## src/rtl/core/eusd_pkg.sv

```systemverilog
// eusd_pkg: shared types and constants of the encoder unwrap and stall detector
// depends on nothing
`default_nettype none
package eusd_pkg;

  // motion state machine
  typedef enum logic [1:0] {
    ST_STOPPED = 2'd0,
    ST_POWERED = 2'd1,
    ST_BLOCKED = 2'd2
  } motion_state_e;

  // configuration register indexes
  localparam logic [1:0] CFG_DRIVE_THRESHOLD = 2'd0;
  localparam logic [1:0] CFG_HOLD_COUNT      = 2'd1;
  localparam logic [1:0] CFG_STALL_GAIN      = 2'd2;

  // configuration reset values
  localparam logic [6:0]  DRIVE_THRESHOLD_RST = 7'd16;
  localparam logic [7:0]  HOLD_COUNT_RST      = 8'd25;
  localparam logic [15:0] STALL_GAIN_RST      = 16'd1024;

  // raw encoder counter geometry
  localparam int RAW_WIDTH  = 12;
  localparam int WRAP_STEP  = 4096;
  localparam int HALF_RANGE = 2048;

  // speed test: |delta| below this many bits may count as slow
  localparam int SLOW_BITS  = 24;
  localparam int SPEED_SHIFT = 8;

endpackage
`default_nettype wire

```

## src/rtl/core/encoder_unwrap_stall_detector.sv

```systemverilog
// encoder_unwrap_stall_detector: two-axis counter extension, window delta and stall fsm
// depends on eusd_pkg; history ring is a one-port synchronous memory in this module
// pipeline: a result passes two register stages, stage one and the output register,
//   before it is offered; a stall on the result channel can hold it in stage one
// throughput: one request per cycle while the result channel does not stall, set by
//   the accept-stage count recurrence and one read-before-write ring access per request
// reset: counts, ring pointer and hold counter cleared, state stopped, registers to
//   their defaults; ring entries read as zero through per-entry valid bits, no sweep
`default_nettype none
module encoder_unwrap_stall_detector
  import eusd_pkg::*;
#(
  parameter int HISTORY_DEPTH = 10,
  parameter int COUNT_WIDTH   = 32
) (
  input  wire logic               clk_i,
  input  wire logic               rst_ni,
  // configuration
  input  wire logic               cfg_we_i,
  input  wire logic [1:0]         cfg_idx_i,
  input  wire logic [15:0]        cfg_wdata_i,
  // request channel
  input  wire logic               in_valid_i,
  output logic                    in_stall_o,
  input  wire logic [23:0]        encoder_frame_i,
  input  wire logic signed [7:0]  drive_value_i,
  // result channel
  output logic                    out_valid_o,
  input  wire logic               out_stall_i,
  output logic signed [31:0]      first_axis_count_o,
  output logic signed [31:0]      second_axis_count_o,
  output logic signed [31:0]      window_delta_o,
  output logic signed [7:0]       gated_drive_o,
  output logic                    stalled_o
);

  localparam int PW = (HISTORY_DEPTH > 1) ? $clog2(HISTORY_DEPTH) : 1;
  localparam int XW = (COUNT_WIDTH > 32) ? COUNT_WIDTH : 32;
  localparam int CW = COUNT_WIDTH;

  // extend a count across a wrap of its raw low bits
  function automatic logic [CW-1:0] unwrap(input logic [CW-1:0] cnt,
                                           input logic [RAW_WIDTH-1:0] raw);
    logic signed [RAW_WIDTH:0] diff;
    logic [CW-1:0] res;
    diff = $signed({1'b0, raw}) - $signed({1'b0, cnt[RAW_WIDTH-1:0]});
    res  = cnt;
    if (diff < -(RAW_WIDTH+1)'(HALF_RANGE)) res = res + CW'(WRAP_STEP);
    if (diff > (RAW_WIDTH+1)'(HALF_RANGE))  res = res - CW'(WRAP_STEP);
    return {res[CW-1:RAW_WIDTH], raw};
  endfunction

  // configuration registers
  logic [6:0]  drive_threshold_q;
  logic [7:0]  hold_count_q;
  logic [15:0] stall_gain_q;

  always_ff @(posedge clk_i or negedge rst_ni) begin
    if (!rst_ni) begin
      drive_threshold_q <= DRIVE_THRESHOLD_RST;
      hold_count_q      <= HOLD_COUNT_RST;
      stall_gain_q      <= STALL_GAIN_RST;
    end else if (cfg_we_i) begin
      case (cfg_idx_i)
        CFG_DRIVE_THRESHOLD: drive_threshold_q <= cfg_wdata_i[6:0];
        CFG_HOLD_COUNT:      hold_count_q      <= cfg_wdata_i[7:0];
        CFG_STALL_GAIN:      stall_gain_q      <= cfg_wdata_i;
        default: ;
      endcase
    end
  end

  // pipeline flow control
  logic s1_valid_q, out_valid_q;
  logic out_free, s1_free, s1_move, in_accept;

  assign out_free   = !out_valid_q || !out_stall_i;
  assign s1_move    = s1_valid_q && out_free;
  assign s1_free    = !s1_valid_q || out_free;
  assign in_accept  = in_valid_i && s1_free;
  assign in_stall_o = !s1_free;

  always_ff @(posedge clk_i or negedge rst_ni) begin
    if (!rst_ni) begin
      s1_valid_q  <= 1'b0;
      out_valid_q <= 1'b0;
    end else begin
      if (s1_free)  s1_valid_q  <= in_valid_i;
      if (out_free) out_valid_q <= s1_valid_q;
    end
  end

  // accept stage: count recurrence and ring pointer
  logic [CW-1:0] first_q, first_d, second_q, second_d;
  logic [PW-1:0] ptr_q, ptr_d;
  logic [7:0]    mag;
  logic [23:0]   prod;

  assign first_d  = unwrap(first_q, encoder_frame_i[RAW_WIDTH-1:0]);
  assign second_d = unwrap(second_q, encoder_frame_i[2*RAW_WIDTH-1:RAW_WIDTH]);
  assign ptr_d    = (ptr_q == PW'(HISTORY_DEPTH - 1)) ? '0 : ptr_q + PW'(1);
  assign mag      = drive_value_i[7] ? (8'd0 - drive_value_i) : drive_value_i;
  assign prod     = mag * stall_gain_q;

  always_ff @(posedge clk_i or negedge rst_ni) begin
    if (!rst_ni) begin
      first_q  <= '0;
      second_q <= '0;
      ptr_q    <= '0;
    end else if (in_accept) begin
      first_q  <= first_d;
      second_q <= second_d;
      ptr_q    <= ptr_d;
    end
  end

  // history ring: read old entry and write new count at the same address
  logic [CW-1:0]            hist_mem [HISTORY_DEPTH];
  logic [CW-1:0]            hist_rd_q;
  logic [HISTORY_DEPTH-1:0] hist_vld_q;
  logic                     hist_ok_q;

  always_ff @(posedge clk_i) begin
    if (in_accept) begin
      hist_rd_q       <= hist_mem[ptr_q];
      hist_mem[ptr_q] <= first_d;
    end
  end

  always_ff @(posedge clk_i or negedge rst_ni) begin
    if (!rst_ni) begin
      hist_vld_q <= '0;
      hist_ok_q  <= 1'b0;
    end else if (in_accept) begin
      hist_ok_q         <= hist_vld_q[ptr_q];
      hist_vld_q[ptr_q] <= 1'b1;
    end
  end

  // stage one payload
  logic [CW-1:0] s1_first_q, s1_second_q;
  logic [23:0]   s1_prod_q;
  logic          s1_powered_q;
  logic [7:0]    s1_drive_q;

  always_ff @(posedge clk_i) begin
    if (in_accept) begin
      s1_first_q   <= first_d;
      s1_second_q  <= second_d;
      s1_prod_q    <= prod;
      s1_powered_q <= (mag >= {1'b0, drive_threshold_q});
      s1_drive_q   <= drive_value_i;
    end
  end

  // window delta and speed test
  logic [CW-1:0] delta, abs_delta;
  logic [XW-1:0] abs_x;
  logic          slow;

  assign delta     = s1_first_q - (hist_ok_q ? hist_rd_q : '0);
  assign abs_delta = delta[CW-1] ? (CW'(0) - delta) : delta;
  assign abs_x     = XW'(abs_delta);
  assign slow      = (abs_x[XW-1:SLOW_BITS] == '0) &&
                     ({abs_x[SLOW_BITS-1:0], SPEED_SHIFT'(0)} < {8'd0, s1_prod_q});

  // motion state machine with hold counter
  motion_state_e state_q, state_d;
  logic [7:0]    hold_q, hold_d;
  logic          hold_hit;

  assign hold_hit = (hold_q == hold_count_q);

  always_ff @(posedge clk_i or negedge rst_ni) begin
    if (!rst_ni) begin
      state_q <= ST_STOPPED;
      hold_q  <= '0;
    end else if (s1_move) begin
      state_q <= state_d;
      hold_q  <= hold_d;
    end
  end

  always_comb begin
    state_d = state_q;
    hold_d  = hold_q;
    case (state_q)
      ST_POWERED: begin
        if (!s1_powered_q || slow) begin
          hold_d = hold_hit ? 8'd0 : hold_q + 8'd1;
          if (hold_hit) state_d = s1_powered_q ? ST_BLOCKED : ST_STOPPED;
        end else begin
          hold_d = 8'd0;
        end
      end
      ST_BLOCKED: begin
        if (!s1_powered_q) begin
          hold_d = hold_hit ? 8'd0 : hold_q + 8'd1;
          if (hold_hit) state_d = ST_STOPPED;
        end
      end
      default: begin
        state_d = ST_STOPPED;
        if (s1_powered_q) begin
          hold_d  = 8'd0;
          state_d = ST_POWERED;
        end
      end
    endcase
  end

  // output register
  logic [31:0] out_first_q, out_second_q, out_delta_q;
  logic [7:0]  out_drive_q;
  logic        out_stalled_q;
  logic        blocked_d;

  assign blocked_d = (state_d == ST_BLOCKED);

  always_ff @(posedge clk_i) begin
    if (s1_move) begin
      out_first_q   <= 32'(XW'(s1_first_q));
      out_second_q  <= 32'(XW'(s1_second_q));
      out_delta_q   <= 32'(XW'(delta));
      out_drive_q   <= blocked_d ? 8'd0 : s1_drive_q;
      out_stalled_q <= blocked_d;
    end
  end

  assign out_valid_o         = out_valid_q;
  assign first_axis_count_o  = out_first_q;
  assign second_axis_count_o = out_second_q;
  assign window_delta_o      = out_delta_q;
  assign gated_drive_o       = out_drive_q;
  assign stalled_o           = out_stalled_q;

endmodule
`default_nettype wire

```

## config.mk

```make
export PLATFORM = sky130hd
export DESIGN_NAME = encoder_unwrap_stall_detector
export DESIGN_NICKNAME = d
export VERILOG_FILES = /design/src/rtl/core/eusd_pkg.sv /design/src/rtl/core/encoder_unwrap_stall_detector.sv
export SDC_FILE = /design/constraint.sdc
export NUM_CORES = 1
export LEC_CHECK = 0
export BUFFER_PORTS_ARGS = -buffer_cell sky130_fd_sc_hd__buf_4
export CAP_MARGIN = 5
export CORE_MARGIN = 2
export CORE_UTILIZATION = 62
export DETAILED_ROUTE_END_ITERATION = 10
export HOLD_SLACK_MARGIN = 0.03
export PLACE_DENSITY = 0.77
export SLEW_MARGIN = 15
export SYNTH_ARGS = -nofsm -noshare
export SYNTH_HDL_FRONTEND = slang
export SYNTH_SLANG_ARGS = --single-unit
```

## constraint.sdc

```tcl
create_clock -name clk_i -period 6.57 [get_ports clk_i]
set_clock_uncertainty 0.05 [all_clocks]
set_input_delay 1.971 -clock clk_i [delete_from_list [all_inputs] [get_ports clk_i]]
set_output_delay 1.971 -clock clk_i [all_outputs]
set_load 0.01 [all_outputs]
```

---- Word level (Yosys, flattened, before mapping) ----
Memory sizes are Yosys's and may differ from the RTL's. A register that Yosys moved wholly into a read port is not among the register bits.
Cells that the tools add are included.
storage, ports and cells
  bits in registers ....................... 324
  latch bits .............................. 0
  memory bits (writable) .................. 320
  ROM bits ................................ 0
  output and inout bits ................... 107
  memories ................................ 1
operators by class
  add/subtract/negate cells ............... 11
  $mul .................................... 1
  div/mod/pow operators ................... 0
  order comparisons ....................... 8
  equal/unequal tests ..................... 8
  shifts and indexed selects .............. 0
  mux-type cells .......................... 26
  bitwise operators ....................... 1
  reductions and logical operators ........ 19
memory list
  memory    words  width  rd ports  clocked after Yosys merged registers in  wr ports  RTL line                              source
  hist_mem  10     32     1         1                                        1         encoder_unwrap_stall_detector.sv:118  logic [CW-1:0] hist_mem [HISTORY_DEPTH];
operator list
  cell                                                                     count
  32-bit 2-to-1 mux                                                        6
  32-bit by 13-bit adder with 32-bit output (second input constant)        2
  32-bit by 13-bit subtractor with 32-bit output (second input constant)   2
  8-bit 2-to-1 mux                                                         5
  32-bit by 24-bit < comparator with 1-bit output                          1
  1-bit by 32-bit subtractor with 32-bit output (first input constant)     1
  32-bit subtractor                                                        1
  13-bit greater-than comparator (second input constant)                   2
  13-bit by 12-bit < comparator with 1-bit output (second input constant)  2
  12-bit by 12-bit subtractor with 13-bit output                           2
  8-bit by 16-bit multiplier with 24-bit output                            1
  8-bit one-hot mux with 2 select lines                                    1
  2-bit 2-to-1 mux                                                         5
  10-bit bitwise OR                                                        1
  8-bit by 1-bit adder with 8-bit output (second input constant)           1
  8-bit equality test                                                      1
  8-bit by 7-bit greater-or-equal comparator with 1-bit output             1
  8-bit zero test                                                          1
  1-bit by 8-bit subtractor with 8-bit output (first input constant)       1
  2-bit equality test (second input constant)                              3
  2-bit AND reduction                                                      3
  1-bit zero test                                                          5
  4-bit by 5-bit < comparator with 1-bit output (second input constant)    1
  1-bit 2-to-1 mux                                                         5
  14 further kinds                                                         20

---- Depth between registers and ports, before layout ----
Gate-level depths: netlist of the first run.
  word-level depth ........................ 10
  mapped depth ............................ 29
  mapped depth without buffers ............ 28

---- Worst setup path after synthesis of the first run ----
OpenSTA, ideal clock, no wires.
  path kind ............................... input to register
  from .................................... input drive_value_i[0]
  to ...................................... register s1_prod_q[22] (data pin)
  setup time .............................. 0.270 ns
  arrival time ............................ 7.754 ns
  required time ........................... 6.250 ns
  slack ................................... -1.504 ns
  stages .................................. 24
  buffers on the path ..................... 2
  cells stage by stage .................... clkbuf_1 -> inv_1 -> ha_1 -> nand2b_1 -> o21ai_0 -> xnor2_1 -> clkbuf_1 -> nand2_1 -> fa_1 -> fa_1 -> fa_1 -> inv_1 -> fa_1 -> ha_1 -> a21oi_1 -> o21ai_0 -> a21o_1 -> a21oi_1 -> o211ai_1 -> a31oi_1 -> o21bai_1 -> a2111o_1 -> nand4_1 -> or3b_2
on the way
  longest elaborated chain between the ends .. 3
RTL lines
  what                                               RTL line                              source
  from (decl)                                        encoder_unwrap_stall_detector.sv:26   input wire logic signed [7:0] drive_value_i,
  1-bit by 8-bit subtractor with 8-bit output        encoder_unwrap_stall_detector.sv:102  assign mag = drive_value_i[7] ? (8'd0 - drive_value_i) : drive_value_i;
  8-bit 2-to-1 mux (*)                               encoder_unwrap_stall_detector.sv:102
  8-bit by 16-bit multiplier with 24-bit output (*)  encoder_unwrap_stall_detector.sv:103  assign prod = mag * stall_gain_q;
  via prod[22]                                       encoder_unwrap_stall_detector.sv:97   logic [23:0] prod;
  to (signal assigned)                               encoder_unwrap_stall_detector.sv:150  s1_prod_q <= prod;
  to (decl)                                          encoder_unwrap_stall_detector.sv:142  logic [23:0] s1_prod_q;
Mark *: on every way through the listed nets, which the timed path passes. The rest lies on a longest branch.
A chain may end at the register's enable or synchronous reset.

---- Final worst setup path of the first run ----
  from .................................... input drive_value_i[2]
  to ...................................... register s1_prod_q[22] (data pin)
The elaborated chain is that of the path after synthesis.

==> results of run 1 <==
worst paths after layout:
path / start / end / slack (ns) / cells past startpoint
max: drive_value_i[2] / s1_prod_q[22] / -0.44 / 21
min: s1_second_q[5] / second_axis_count_o[5] / 0.37 / 0
max reg2reg: hist_ok_q / gated_drive_o[3] / 0.31 / 23
min reg2reg: s1_second_q[5] / second_axis_count_o[5] / 0.37 / 0
max in group asynchronous: rst_ni / ptr_q[0] / 4.26 / 2
min in group asynchronous: rst_ni / second_q[12] / 1.13 / 1
synth_stat cells, drive strengths merged (13+ instances only):
cell,n
edfxtp,554
nand2,275
inv,212
ha,131
nor2,127
a21oi,123
dfrtp,117
o21ai,110
xnor2,94
fa,87
and2,85
clkbuf,76
mux4,66
a211oi,57
nor3,53
mux2i,49
nor2b,49
nand3,44
nand4,41
mux2,40
xor2,37
a21o,32
and3,29
buf,29
nor4,28
or2,25
o31ai,21
nand2b,19
o21a,17
a31oi,14
o211ai,14
or3,14
a2111oi,13
what timing repair did:
action                     in CTS  in global routing
setup endpoints to repair      24                105
hold buffers                    0                  0
buffers inserted               11                 10
resized for setup              25                 50
pin swaps                      35                 42
sequential cells by signal, summed over array words and instances, names as in the netlist, 10 cells and up:
name                 flops
hist_mem               320
first_axis_count_o      32
first_q                 32
hist_rd_q               32
s1_first_q              32
s1_second_q             32
second_axis_count_o     32
second_q                32
window_delta_o          32
s1_prod_q               24
stall_gain_q            16
hist_vld_q              10
cell families (layout without fill, tap and decap cells):
group,Yosys count,count (layout),share of synthesized area [%]
simple gates,821,821,11.6
flops,676,676,55.5
compound gates,512,512,9.87
buf+inv,317,684,3.38
fa+ha+maj,218,218,9.53
mux,155,155,6.84
xor+xnor,131,131,3.24
other cells,0,2,0
routing by layer:
metal  global-route usage (%)  up-vias  part of all wire, %
li1                         -    11100                    -
met2                     48.0      973                   50
met1                     38.1    11900                   40
met5                        0        -                    0
met3                     4.68      146                  7.5
met4                     9.65        0                  2.6
final cells by class:
type,count,area [µm²]
clock inverters,43,499
diodes,2,5.00
well taps,756,946
fillers,3549,14900
flip-flops and latches,676,19700
inverters,212,808
clock buffers,85,1860
multi-input cells,1837,15100
repair buffers,344,2670
report_power, final:
part	internal (µW)	leakage [µW]	switching [µW]
clock	2360	0.00113	1680
combinational	4620	0.00838	5700
sequential	5860	0.00656	560
total	12800	0.0161	7940
per-stage QoR:
step / setup TNS, ns / setup slack (ns) / hold slack [ns] / instance area (µm²)
6_report: -1.42 / -0.444 / 0.368 / 41600
5_1_grt: -2.45 / -0.560 / 0.378 / 41600
4_1_cts: -1.45 / -0.487 / 0.367 / 41300
3_5_place_dp: -27.80 / -1.24 / 0.355 / 38700
3_3_place_gp: -10.34 / -1.08 / 0.352 / 38700
2_1_floorplan: -3.75 / -0.755 / 0.350 / 35700
==> results.yml, run 1 <==
status:
  status: "finished, violations left"
  violations: "setup timing"
layout:
  mostFrequentLayoutCell: "edfxtp_1"
  final_cell_count_no_fill: 3955
  areaGrowthSynthToFinish_pct: 17.3
  nNetsFinal: 3414
  most-common-layout-cells: "554 x edfxtp_1, 331 x buf_4, 269 x nand2_1"
  fin_util_pct: 73.7
  drive_above_1_share_pct: 22.3
logic_synthesis:
  ys_seq_area_share_pct: 55.5
  synth_ff_type: "edfxtp_1"
  syn-instance-count: 2830
  syn_nets: 3103
  synth_top_area_share_pct: 46.9
  syn_area_mm2: 0.0355
  synthArstFlopShare_pct: 18.0
  synth_edf_count: 554
  synth_cell_types: 98
  ys_ff_latch: 676
  yosys.area.top_type: "edfxtp_1"
  ys_top_cells_by_area: "edfxtp_1 47%, dfrtp_1 8.3%, fa_1 4.9%"
  avgSynthCellArea_um2: 12.5
  yosysWarningCount: 0
global_routing:
  grt_max_degree: 87
  grt_first_pass_wirelength_mm: 133
  antenna_found_initial: 2
  grt_usage_pct: 28.6
  grt_overflow_total: 0
  grt_pass1_vias: 24800
setup_path:
  path_delay_family: "adder cells"
  crit_path_top_delay_cell: "fa_1"
  cp-end-kind: "flop"
  worst_setup_path_start_kind: "input pin"
  path_class: "input pin to flop"
  cp_common_cell: "fa_1"
  cp_data_arrival_time_ns: 7.31
  slowest_delay_ns: 0.54
  path_cells: "buf_6 -> or3_4 -> o31ai_4 -> xnor2_2 -> nand2_1 -> fa_1 -> fa_1 -> fa_1 -> inv_1 -> fa_1 -> ha_4 -> a21oi_4 -> o21ai_2 -> a21o_1 -> a21oi_4 -> o211ai_1 -> a31oi_1 -> o21bai_1 -> a2111o_1 -> nand4_1 -> or3b_4"
  critPathRequiredTime_ns: 6.86
  critPathMaxFanout: 4
  path_buf_inv: 2
floorplan:
  die_area_mm2: 0.0591
  fp.dieW_um: 243
  top_level_ports: 162
  die_h_um: 243
  num_rows: 87
  design.core.area_mm2: 0.0565
  start_util_pct: 62.8
place:
  place.gp.congestion: 0.907
  portBuffers: 161
  place_inst: 3806
  dpl.hpwl_mm: 56.5
detailed_routing:
  wl_per_cell_um: 21.1
  drt_wl_total_mm: 83.5
  drtIter0Drc: 1934
  vias_per_cell: 6.10
  first_pass_iters: 6
  drc: 0
  vias: 24100
  drtAntennaViolNets: 0
pwr:
  power.density_mw_per_mm2: 499
  ir_drop_v: 0.000435
  p_total_uw: 20800
  p_leak_uw: 0.0161
worst_hold_path:
  min-delay-path-class: "flop to flop"
sta:
  min_period_over_period_pct: 107
  rsz0062_at_grt: "yes"
  layout_setup_ws_ns: -0.444
  finalSetupViolCount: 6
  slew_violations: 0
  period_minus_slack_ns: 7.01
  max_freq_ghz: 0.143
  maxSlewHeadroom_pct: 22.6
  hold_violations: 0
  worst_slew_pin_slew_ns: 1.15
cts:
  htreeDepth: 3
  cts_buffers: 70
  clk_pin_slew_ns: 0.06
  clockBufferDepth: 3
  ctsRootBufferMaster: "clkbuf_16"
  clk_latency_ns: 0.61
  cts_tree: "done"
  clock-sinks: 676
job:
  maxCapViolCount: 0
Note: power is estimated with default switching activity, not from simulation.
==> run 2: changes to the inputs <==
- CORE_MARGIN: 2 -> default
- GPL_ROUTABILITY_DRIVEN: default -> 0
- RECOVER_POWER: default -> 50
==> results.yml, run 2 (synthesized netlist as in run 1, its figures left out) <==
status:
  status: "finished, violations left"
  violations: "capacitance limit, slew limit, setup timing"
sta:
  layout_setup_ws_ns: -0.541
  hold_violations: 0
  maxSlewHeadroom_pct: -162
  min_period_over_period_pct: 108
  worst_slew_pin_slew_ns: 3.93
  period_minus_slack_ns: 7.11
  finalSetupViolCount: 17
  rsz0062_at_grt: "yes"
  max_freq_ghz: 0.141
  slew_violations: 556
  fin_setup_tns_ns: -3.40
detailed_routing:
  wl_per_cell_um: 21.4
  vias_per_cell: 6.23
  drc: 0
  drt_wl_total_mm: 84.6
  drtAntennaViolNets: 0
  first_pass_iters: 6
  vias: 24600
  drtIter0Drc: 2338
layout:
  nNetsFinal: 3413
  areaGrowthSynthToFinish_pct: 15.3
  max_flop_register: "hist_mem"
  fin_util_pct: 72.4
  largest_reg_flops: 320
  mostFrequentLayoutCell: "edfxtp_1"
  most-common-layout-cells: "554 x edfxtp_1, 270 x nand2_1, 206 x inv_1"
  drive_above_1_share_pct: 17.0
  final_cell_count_no_fill: 3951
global_routing:
  antenna_found_initial: 1
  grt_first_pass_wirelength_mm: 133
  grt_usage_pct: 29.6
  grt_max_degree: 124
  grt_overflow_total: 0
  grt_pass1_vias: 24600
floorplan:
  start_util_pct: 62.8
  num_rows: 87
  fp.dieW_um: 241
  top_level_ports: 162
  die_h_um: 241
  die_area_mm2: 0.0582
  design.core.area_mm2: 0.0565
place:
  place_inst: 3792
  portBuffers: 161
  dpl.hpwl_mm: 55.4
  dpl_worst_slack_ns: -1.27
setup_path:
  path_class: "input pin to flop"
  worst_setup_path_start_kind: "input pin"
  startpoint: "drive_value_i[0]"
  critPathRequiredTime_ns: 6.86
  cp_data_arrival_time_ns: 7.40
  r2r_slack_ns: -0.11
  r2r-start: "hist_ok_q"
  critPathMaxFanout: 5
  cp-end-kind: "flop"
cts:
  clk_latency_ns: 0.62
  cts_buffers: 69
  cts_hold_buf: 0
  clock-sinks: 676
  cts_tree: "done"
  clockBufferDepth: 3
  htreeDepth: 3
  ctsRootBufferMaster: "clkbuf_16"
  clk_pin_slew_ns: 0.06
pwr:
  power.density_mw_per_mm2: 509
  ir_drop_v: 0.000442
  p_total_uw: 20800
  p_leak_uw: 0.0155
worst_hold_path:
  hold_path.startpoint: "s1_second_q[12]"
  min-delay-path-class: "flop to flop"
job:
  maxCapViolCount: 11
run 2: cell count changes in the layout (fill, tap and decap cells not counted), moves of 3 or more:
cell,delta
ha_1,+3
nor3_2,-5
clkbuf_2,+3
clkinv_1,-3
clkinv_2,+3
clkbuf_1,+150
and2_0,+6
buf_6,+7
xnor2_1,+3
and2_1,-5
buf_4,-164
nor3_1,+5
run 2: final timing paths:
path                                      endpoint  depth (start not counted)
max                                  s1_prod_q[22]                         21
min                        second_axis_count_o[12]                          0
max reg2reg                       gated_drive_o[6]                         23
min reg2reg                second_axis_count_o[12]                          0
max in group asynchronous          stall_gain_q[0]                          2
min in group asynchronous               first_q[1]                          1
run 2: through the flow:
step                hold slack [ns]  area (µm²)
floorplan                     0.350       35700
global placement              0.353       38600
detailed placement            0.355       38600
CTS                           0.365       41300
global route                  0.371       40900
finish                        0.364       40900
run 2: report_power, final:
group / internal [µW] / total (µW) / switching (µW)
combinational: 4630 / 10300 / 5680
clock: 2370 / 4040 / 1680
sequential: 5870 / 6450 / 587
run 2: final cells by class:
class / instances / area (µm²)
clock buffers: 84 / 1880
repair buffers: 344 / 2120
multi-input cells: 1837 / 15000
well taps: 756 / 946
diodes: 2 / 5.00
flip-flops and latches: 676 / 19700
clock inverters: 40 / 447
inverters: 212 / 800
fillers: 3668 / 15600
run 2: metal layers:
metal	global-route usage (%)	share of wire [%]	wire, µm	vias to the layer above
li1	-	-	-	11000
met1	39.3	40	33400	12200
met2	50.3	50	42200	1155
met3	3.77	7.4	6240	227
met4	10.6	3.2	2730	0
met5	0	0	0	-
run 2: critical path: stages:
cell and delay, ns:
buf_6 0.09, or3_4 0.43, o31ai_4 0.23, xnor2_2 0.20, nand2_1 0.12, fa_1 0.53
fa_1 0.45, fa_1 0.54, inv_2 0.04, fa_1 0.54, ha_4 0.23, a21oi_4 0.20
o21ai_2 0.08, a21o_1 0.20, a21oi_2 0.16, o211ai_1 0.13, a31oi_1 0.21, o21bai_1 0.14
a2111o_1 0.43, nand4_1 0.11, or3b_4 0.37
run 2: repair_timing:
item                       4_1_cts  5_1_grt
gates resized for setup         36       34
setup endpoints to repair       15      118
setup buffers                   24       12
pin swaps                       32       36
